==> config.mk <==
export PLATFORM = sky130hd
export DESIGN_NAME = lrs_ctrl
export DESIGN_NICKNAME = d
export VERILOG_FILES = /design/src/design/lrs_pkg.sv /design/src/design/lrs_ctrl.sv
export SDC_FILE = /design/constraint.sdc
export NUM_CORES = 1
export LEC_CHECK = 0
export BUFFER_PORTS_ARGS = -buffer_cell sky130_fd_sc_hd__buf_4
export CORE_AREA = 2 2 39 41
export DETAILED_ROUTE_END_ITERATION = 8
export DIE_AREA = 0 0 41 43
export PLACE_DENSITY = 0.72
export SKIP_CTS_REPAIR_TIMING = 1
export SYNTH_ARGS = -nofsm -noshare
export SYNTH_HDL_FRONTEND = slang
export SYNTH_SLANG_ARGS = --single-unit
==> constraint.sdc <==
create_clock -name clk -period 2 [get_ports clk]
set_input_delay 0.3 -clock clk [delete_from_list [all_inputs] [get_ports clk]]
set_output_delay 0.3 -clock clk [all_outputs]
set_load 0.02 [all_outputs]
==> src/design/lrs_pkg.sv <==
`default_nettype none

package lrs_pkg;

	// Fixed field and register widths.
	localparam int ROW_BITS       = 8;
	localparam int COL_BITS       = 8;
	localparam int GRID_BITS      = 9;
	localparam int SWEEP_BITS     = 16;
	localparam int CFG_INDEX_BITS = 2;
	localparam int CFG_DATA_BITS  = 16;

	// Configuration register indexes.
	localparam logic [CFG_INDEX_BITS-1:0] CFG_GRID_ROWS   = 2'd0;
	localparam logic [CFG_INDEX_BITS-1:0] CFG_GRID_COLS   = 2'd1;
	localparam logic [CFG_INDEX_BITS-1:0] CFG_SWEEP_COUNT = 2'd2;

	// Configuration reset values.
	localparam logic [GRID_BITS-1:0]  GRID_ROWS_RESET   = 9'd189;
	localparam logic [GRID_BITS-1:0]  GRID_COLS_RESET   = 9'd247;
	localparam logic [SWEEP_BITS-1:0] SWEEP_COUNT_RESET = 16'd1000;

	// Item operation codes.
	typedef enum logic [1:0] {
		OP_WRITE = 2'd0,
		OP_RUN   = 2'd1,
		OP_READ  = 2'd2,
		OP_NONE  = 2'd3
	} op_t;

	// Memory read address selection.
	typedef enum logic [2:0] {
		RA_ITEM,
		RA_CENTER,
		RA_NORTH,
		RA_SOUTH,
		RA_WEST,
		RA_EAST
	} raddr_sel_t;

	// Controller states.
	typedef enum logic [3:0] {
		ST_IDLE,
		ST_DISPATCH,
		ST_RUN_INIT,
		ST_CELL_C,
		ST_CELL_N,
		ST_CELL_S,
		ST_CELL_W,
		ST_CELL_E,
		ST_CELL_WB,
		ST_RESP
	} state_t;

	// Commands from the controller to the datapath.
	typedef struct packed {
		logic       capture;
		raddr_sel_t raddr_sel;
		logic       item_write;
		logic       load_center;
		logic       acc_load;
		logic       acc_add;
		logic       writeback;
		logic       sweep_init;
		logic       next_col;
		logic       next_row;
		logic       next_sweep;
		logic       load_result;
	} cmd_t;

	// Status from the datapath to the controller.
	typedef struct packed {
		op_t  op;
		logic run_empty;
		logic last_col;
		logic last_row;
		logic last_sweep;
		logic changed_any;
	} status_t;

endpackage

`default_nettype wire

==> src/design/lrs_ctrl.sv <==
`default_nettype none

module lrs_ctrl import lrs_pkg::*; (
	input  wire logic    clk,
	input  wire logic    arst_n,
	input  wire logic    in_valid,
	input  wire logic    out_stall,
	input  wire status_t stat,
	output cmd_t         cmd,
	output logic         in_stall,
	output logic         out_valid
);

	state_t state_q;
	state_t state_d;
	logic   slot_free;

	// The result slot can take a new item when empty or being emptied.
	assign slot_free = !out_valid || !out_stall;

	always_ff @(posedge clk or negedge arst_n) begin
		if (!arst_n) begin
			state_q <= ST_IDLE;
		end else begin
			state_q <= state_d;
		end
	end

	// Next state.
	always_comb begin
		state_d = state_q;
		case (state_q)
			ST_IDLE: begin
				if (in_valid) begin
					state_d = ST_DISPATCH;
				end
			end
			ST_DISPATCH: begin
				state_d = (stat.op == OP_RUN) ? ST_RUN_INIT : ST_RESP;
			end
			ST_RUN_INIT: begin
				state_d = stat.run_empty ? ST_RESP : ST_CELL_C;
			end
			ST_CELL_C: state_d = ST_CELL_N;
			ST_CELL_N: state_d = ST_CELL_S;
			ST_CELL_S: state_d = ST_CELL_W;
			ST_CELL_W: state_d = ST_CELL_E;
			ST_CELL_E: state_d = ST_CELL_WB;
			ST_CELL_WB: begin
				if (!stat.last_col || !stat.last_row) begin
					state_d = ST_CELL_C;
				end else if (stat.last_sweep || !stat.changed_any) begin
					state_d = ST_RESP;
				end else begin
					state_d = ST_CELL_C;
				end
			end
			ST_RESP: begin
				if (slot_free) begin
					state_d = ST_IDLE;
				end
			end
			default: state_d = ST_IDLE;
		endcase
	end

	// Commands.
	always_comb begin
		cmd           = '0;
		cmd.raddr_sel = RA_ITEM;
		in_stall      = 1'b1;
		case (state_q)
			ST_IDLE: begin
				in_stall    = 1'b0;
				cmd.capture = in_valid;
			end
			ST_DISPATCH: begin
				cmd.item_write = (stat.op == OP_WRITE);
			end
			ST_RUN_INIT: begin
				cmd.sweep_init = !stat.run_empty;
			end
			ST_CELL_C: begin
				cmd.raddr_sel = RA_CENTER;
			end
			ST_CELL_N: begin
				cmd.raddr_sel   = RA_NORTH;
				cmd.load_center = 1'b1;
			end
			ST_CELL_S: begin
				cmd.raddr_sel = RA_SOUTH;
				cmd.acc_load  = 1'b1;
			end
			ST_CELL_W: begin
				cmd.raddr_sel = RA_WEST;
				cmd.acc_add   = 1'b1;
			end
			ST_CELL_E: begin
				cmd.raddr_sel = RA_EAST;
				cmd.acc_add   = 1'b1;
			end
			ST_CELL_WB: begin
				cmd.raddr_sel = RA_CENTER;
				cmd.writeback = 1'b1;
				if (!stat.last_col) begin
					cmd.next_col = 1'b1;
				end else if (!stat.last_row) begin
					cmd.next_row = 1'b1;
				end else if (!stat.last_sweep && stat.changed_any) begin
					cmd.next_sweep = 1'b1;
				end
			end
			ST_RESP: begin
				cmd.load_result = slot_free;
			end
			default: ;
		endcase
	end

	// Output valid flag.
	always_ff @(posedge clk or negedge arst_n) begin
		if (!arst_n) begin
			out_valid <= 1'b0;
		end else if (cmd.load_result) begin
			out_valid <= 1'b1;
		end else if (!out_stall) begin
			out_valid <= 1'b0;
		end
	end

endmodule

`default_nettype wire

# Word level (Yosys, flattened, before mapping)
# Index checks and enable logic that the tools add are counted.
[word_totals]
register_bits = 5
out_inout_bits = 16
[op_classes]
eq_ne = 13
muxes = 25
n_reduce_logical = 16
[op_table]
columns = ["op", "n"]
rows = [
  ["4-bit one-hot mux with 10 select lines", 1],
  ["4-bit 2-to-1 mux", 6],
  ["4-bit by 3-bit equality test with 1-bit output, second input constant", 4],
  ["1-bit 2-to-1 mux", 15],
  ["3-bit one-hot mux with 5 select lines", 1],
  ["4-bit by 2-bit equality test with 1-bit output, second input constant", 2],
  ["4-bit equality test, second input constant", 2],
  ["1-bit zero test", 7],
  ["4-bit by 1-bit equality test with 1-bit output, second input constant", 1],
  ["4-bit zero test", 1],
  ["2-bit inequality test, second input constant", 2],
  ["2-bit OR reduction", 2],
  ["1-bit logical OR", 3],
  ["3-bit 2-to-1 mux", 1],
  ["2-bit by 1-bit equality test with 1-bit output, second input constant", 1],
  ["2-bit zero test", 1],
  ["2-bit 2-to-1 mux", 1],
  ["2-bit by 1-bit inequality test with 1-bit output, second input constant", 1],
  ["2-bit AND reduction", 1],
  ["1-bit logical AND", 1],
]

# Longest topological paths before layout
# Gate-level depths: netlist of run 1.
[depth]
word_depth = 6
ltp_mapped = 6
mapped_depth_nobuf = 4

# Worst setup path after synthesis of run 1
# OpenSTA, ideal clock, no wires.
[synth_timing]
kind = "register to output"
start = "register state_q[2]"
end = "output cmd[2] (netlist bit)"
arrival_ns = 1.635
required_time_ns = 1.700
slack_ns = 0.065
path_stages_with_launch = 5
n_path_buf = 2
path_cell_list = "dfrtp_1 buf_6 or4b_4 buf_6 nor3b_1"
[synth_rtl]
columns = ["item", "line", "rtl"]
rows = [
  ["from (decl)", "lrs_ctrl.sv:14", "state_t state_q;"],
  ["from (signal assigned)", "lrs_ctrl.sv:25", "state_q <= state_d;"],
  ["to (decl)", "lrs_ctrl.sv:9", "output cmd_t cmd,"],
]

==> results of run 1 <==
[cell type report]
| cell class | instances | area (um^2) | share of cell area [%] |
|---|---|---|---|
| multi-input combinational | 48 | 294 | 39.8 |
| inverter | 3 | 11.3 | 1.53 |
| clock buffer | 4 | 26.3 | 3.56 |
| sequential | 5 | 129 | 17.5 |
| tap | 16 | 20.0 | 2.71 |
| timing repair buffer | 34 | 258 | 34.9 |
[worst max-delay path, stage by stage, from the launching register on]
cell and delay, ns:
dfrtp_2 0.43, or4b_4 0.58, nor3_1 0.21, buf_4 0.17
[metal layers]
metal / global-route usage [%] / part of all wire [%]
met5: 0 / 0
met4: 6.00 / 0.77
met2: 27.5 / 50
met3: 6.28 / 8.5
met1: 20.8 / 41
[cells in the mapped netlist (all sizes together)]
cell | count | share of area [%]
a31oi | 1 | 2.7
nor2 | 11 | 8.8
nor3b | 2 | 3.2
or4bb | 1 | 2.4
and3 | 1 | 1.3
nand2b | 5 | 6.7
a311oi | 1 | 1.9
mux2 | 1 | 2.4
inv | 3 | 2.4
dfrtp | 5 | 27
nand2 | 6 | 4.8
nand4 | 1 | 1.3
nor2b | 1 | 1.3
nor4 | 1 | 1.3
or4b | 1 | 2.9
o22ai | 1 | 1.3
o21ai | 1 | 1.1
a21oi | 3 | 3.2
nor3 | 5 | 5.3
a2111o | 1 | 2.4
o311ai | 1 | 1.9
buf | 5 | 9.1
or2 | 1 | 1.3
o32a | 1 | 2.1
xor2 | 1 | 1.9
[power by group]
part | leakage (nW) | total, mW | internal, mW | switching (mW)
clock | 0.0150 | 0.118 | 0.0755 | 0.0424
combinational | 0.292 | 0.667 | 0.311 | 0.356
sequential | 0.0599 | 0.208 | 0.150 | 0.0584
total | 0.367 | 0.993 | 0.536 | 0.456
[per-stage QoR]
| step | utilization (%) | hold slack [ns] | worst slack [ns] | total power [mW] |
|---|---|---|---|---|
| detailed placement | 46.8 | 0.105 | 0.216 | 0.808 |
| floorplan | - | 0.00441 | 0.0655 | 0.635 |
| global placement | 46.8 | 0.104 | 0.257 | 0.798 |
| CTS | 48.7 | -0.156 | -0.0499 | 0.928 |
| finish | 53.3 | 0.312 | 0.0712 | 0.993 |
| global route | 53.3 | 0.318 | 0.000830 | 1.08 |
[cells by family (layout without fill, tap and decap cells)]
group	Yosys count	after routing
buffers and inverters	8	41
and+or+nand+nor	36	36
DFF	5	5
AOI/OAI and AO/OA	10	10
muxes	1	1
xor gates and xnor gates	1	1
[sequential cells by signal, summed over array words and instances, names as in the netlist]
| name | flops |
|---|---|
| out_valid | 1 |
| state_q | 4 |
[layout by cell type, fill, tap and decap left out, drive strengths merged, types with 2 or more instances in the layout]
cell type	synthesis	routed
nor3	5	5
a21oi	3	3
dfrtp	5	5
nor2	11	11
nor3b	2	2
nand2b	5	5
nand2	6	6
clkbuf	0	4
buf	5	33
inv	3	3
[worst max path at each step]
stage	slack, ns	start	endpoint	depth (start not counted)
after global placement	0.26	state_q[1]	cmd[2]	3
after global routing	0.0008	state_q[1]	cmd[1]	3
final	0.07	state_q[1]	cmd[1]	3
after CTS	-0.05	state_q[1]	cmd[2]	3
after detailed placement	0.22	state_q[1]	cmd[2]	3
after floorplan	0.07	state_q[2]	cmd[2]	4
==> metrics.txt, run 1 <==
outcome completed; CTS Root Cell clkbuf_4; vias 581; Ant. Diodes 0; largest family of logic cells by synthesized area simple AND/OR/NAND/NOR gates; power density over cell area 1340 nW/um^2; Final setup viols 0; critical path launch point type flip-flop; Area after DPL 648 um^2; grt total ovfl 0; multiplexer share of the synthesized area 2.41%; clock sink count 5; skew final 0.00344 ns; final wirelength 1290 um; initial antenna violation count 0; filler cell count in the final layout 141; worst vdd ir 535 uV; Synth Area in XOR/XNOR 1.87%; Syn Area/Cell 7.67 um^2; Period minus WS final 1.93 ns; Post-DRT Antenna Nets 0; Hold Path Depth 2; Max Cap Viol 0; critical setup path kind flip-flop to primary output; Synth cell types 28; RR Startpoint state_q[1]; worst hold-check path type input port to flip-flop; core footprint 1380 um^2; Slew Limit Fails 0; Die Area 1760 um^2; period utilisation layout 96.4%; CTS HTree Levels 1; Slew HR 80.1%; CTS clock-pin slew for the worst setup and hold paths 0.04 ns; PortBufs 26; Synth Area in Simple Gates 40.9%; layout net count 106; Residual DRC 0; Final Wtd Congestion 0.795; Placed Cells incl. Taps 99; Synth Instances 61; Mapped Nets 72; r2r worst-path depth 4; vias in the first global route 509; WL/cell 11.7 um; share of layout cells above drive strength 1 47.9%; clk_lat worst skew 0.25 ns; Hold EP state_q[1]; Starting Density 33.8%; slew of the pin with the lowest slew margin 0.294 ns; R2R Setup Slk 0.52 ns; #FFs+latches synth 5; Peak Freq 518 MHz; Hold Path Origin stat[5]; Total GRT Usage 17.4%; Die W 41 um; Num CTS Buffers 3; Synth-to-Final Area Change 57.8%; CP arrival 1.63 ns; dpl hpwl 975 um; synth warn 0; DRT Pass-1 Iters 4; first-pass GRT wire length 2100 um; Synth Area in Compound Gates 16.6%; leakage 0.367 nW; Setup TNS Final 0 ns; Hold Vio Cnt, Final 0; reg-to-reg endpoint state_q[1]; mapped cell area 468 um^2; clk buf depth 2; post-synthesis adder-cell area fraction 0%; pin count of the biggest net entering global routing 12; crit path max fanout 6; CTS tree done; Crit path required time 1.70 ns; Rows 14; fin area 738 um^2; IO Pins 27; Non-Filler Instances 110; initial DRC count 4; Vias/cell 5.28; CP endpoint kind primary output; chip height 43 um; register area share after synthesis 26.7%; unrepaired setup endpoints after global routing no
Note: power is estimated with default switching activity, not from simulation.
==> inputs of run 2 (changes only) <==
- CELL_PAD_IN_SITES_DETAIL_PLACEMENT: unset -> 0
- CELL_PAD_IN_SITES_GLOBAL_PLACEMENT: unset -> 1
- CORE_AREA: 2 2 39 41 -> unset
- CORE_UTILIZATION: unset -> 28
- DIE_AREA: 0 0 41 43 -> unset
- PLACE_DENSITY: 0.72 -> 0.82
==> metrics.txt, run 2 (synthesis gave the netlist of run 1 again) <==
largest reg by FF count state_q; leakage 0.344 nW (-6.4%); core footprint 1540 um^2 (+11%); period utilisation layout 96.3% (-0.14 points); Final setup viols 0 (unchanged); commonest non-fill, non-tap cell in the layout buf_4; crit path max fanout 7 (+1); Die Area 1840 um^2 (+4.3%); vias 559 (-3.8%); dpl hpwl 981 um (+0.62%); Max Cap Viol 0 (unchanged); initial antenna violation count 0 (unchanged); Post-DRT Antenna Nets 0 (unchanged); CP endpoint kind primary output; clock sink count 5 (unchanged); M2 GR Usage 21.8% (-5.7 points); Peak Freq 519 MHz (+0.15%); Period minus WS final 1.93 ns (-0.00282 ns); Finished Core Util 45.7% (-7.6 points); Hold Path Depth 3 (+1); layout net count 101 (-4.7%); CP arrival 1.63 ns (about the same); Residual DRC 0 (unchanged); critical setup path kind flip-flop to primary output; Total GRT Usage 15.3% (-2.1 points); Ant. Diodes 0 (unchanged); Rows 14 (unchanged); Slew Limit Fails 0 (unchanged); r2r worst-path depth 4 (unchanged); most frequent cells in the layout 28 x buf_4, 11 x nor2_1, 6 x nand2_1; Synth-to-Final Area Change 50.5%; chip height 42.9 um (-0.28%); DRT Pass-1 Iters 4 (unchanged); unrepaired setup endpoints after global routing yes; R2R Setup Slk 0.54 ns (+0.02 ns); Vias/cell 5.32 (+0.80%); worst setup slack after layout 0.0740 ns (+0.00282 ns); Design Power 0.950 mW (-4.3%); CTS Root Cell clkbuf_4; Non-Filler Instances 105 (-4.5%); max reg flops 4 (unchanged); dpl ws 0.249 ns (+0.0324 ns); initial DRC count 14 (+10); slew of the pin with the lowest slew margin 0.274 ns (-0.0196 ns); Num CTS Buffers 3 (unchanged); first-pass GRT wire length 2010 um (-4.3%); clk buf depth 2 (unchanged); clk_lat worst skew 0.24 ns (about the same); Hold EP out_valid; WL/cell 12.3 um (+4.8%); M3 GR Usage 6.81% (+0.53 points); layer carrying the most global-route usage met2; power density over cell area 1350 nW/um^2 (+0.28%); share of layout cells above drive strength 1 44.9% (-2.9 points); CTS HTree Levels 1 (unchanged); Starting Density 30.4% (-3.5 points); pin count of the biggest net entering global routing 12 (unchanged); Crit path required time 1.70 ns (about the same); worst vdd ir 523 uV (-2.3%); final wirelength 1290 um (about the same); fin area 704 um^2 (-4.6%); reg-to-reg endpoint state_q[1]; Fin Hold WS 0.315 ns (+0.00262 ns); worst hold-check path type input port to flip-flop; Hold Path Origin out_stall; Die W 42.9 um (+4.6%); PortBufs 26 (unchanged); Placed Cells incl. Taps 100 (+1.0%); vias in the first global route 458 (-10%); Setup TNS Final 0 ns (unchanged); IO Pins 27 (unchanged); CTS clock-pin slew for the worst setup and hold paths 0.04 ns (about the same); Area after DPL 656 um^2 (+1.2%); skew final 0.00172 ns (-0.00172 ns); Hold Vio Cnt, Final 0 (unchanged); critical path launch point type flip-flop; grt total ovfl 0 (unchanged); outcome completed; routing usage on met1 19.3% (-1.5 points); RR Startpoint state_q[0]; CTS tree done; Final Wtd Congestion 0.793 (-0.25%); biggest regs state_q x4, out_valid x1; Slew HR 81.4% (+1.3 points)
[run 2: cell types whose count changed in the layout (fill, tap and decap cells not counted)]
cell and change:
buf_4 -5, dfrtp_1 +1, dfrtp_2 -1, nor3_1 -1
nor3_2 +1
[run 2: metal layers]
layer | part of all wire [%] | up-vias | routed length [um]
li1 | - | 270 | -
met1 | 42 | 262 | 539
met2 | 48 | 25 | 617
met3 | 9.6 | 2 | 124
met4 | 0.77 | 0 | 10
met5 | 0 | - | 0
[run 2: critical path: stages, from the launching register on]
cell and delay [ns]:
dfrtp_1 0.43, or4b_4 0.59, nor3b_2 0.20, buf_4 0.16
[run 2: worst max path at each step]
stage          endpoint  startpoint  depth (start not counted)
3_5_place_dp     cmd[2]  state_q[3]                          3
5_1_grt          cmd[1]  state_q[1]                          3
2_1_floorplan    cmd[2]  state_q[2]                          4
3_3_place_gp     cmd[2]  state_q[3]                          3
6_report         cmd[2]  state_q[0]                          3
4_1_cts          cmd[2]  state_q[3]                          3
[run 2: cell type report]
| cell class | count | area, um^2 |
|---|---|---|
| inverter | 3 | 11.3 |
| clock buffer | 4 | 26.3 |
| timing repair buffer | 29 | 220 |
| tap | 16 | 20.0 |
| sequential | 5 | 128 |
| multi-input combinational | 48 | 299 |
| fill | 157 | 837 |
[run 2: where the power goes]
group,internal [mW],switching [mW]
Sequential,0.148,0.0699
Clock,0.0755,0.0420
Combinational,0.275,0.340
Total,0.498,0.452
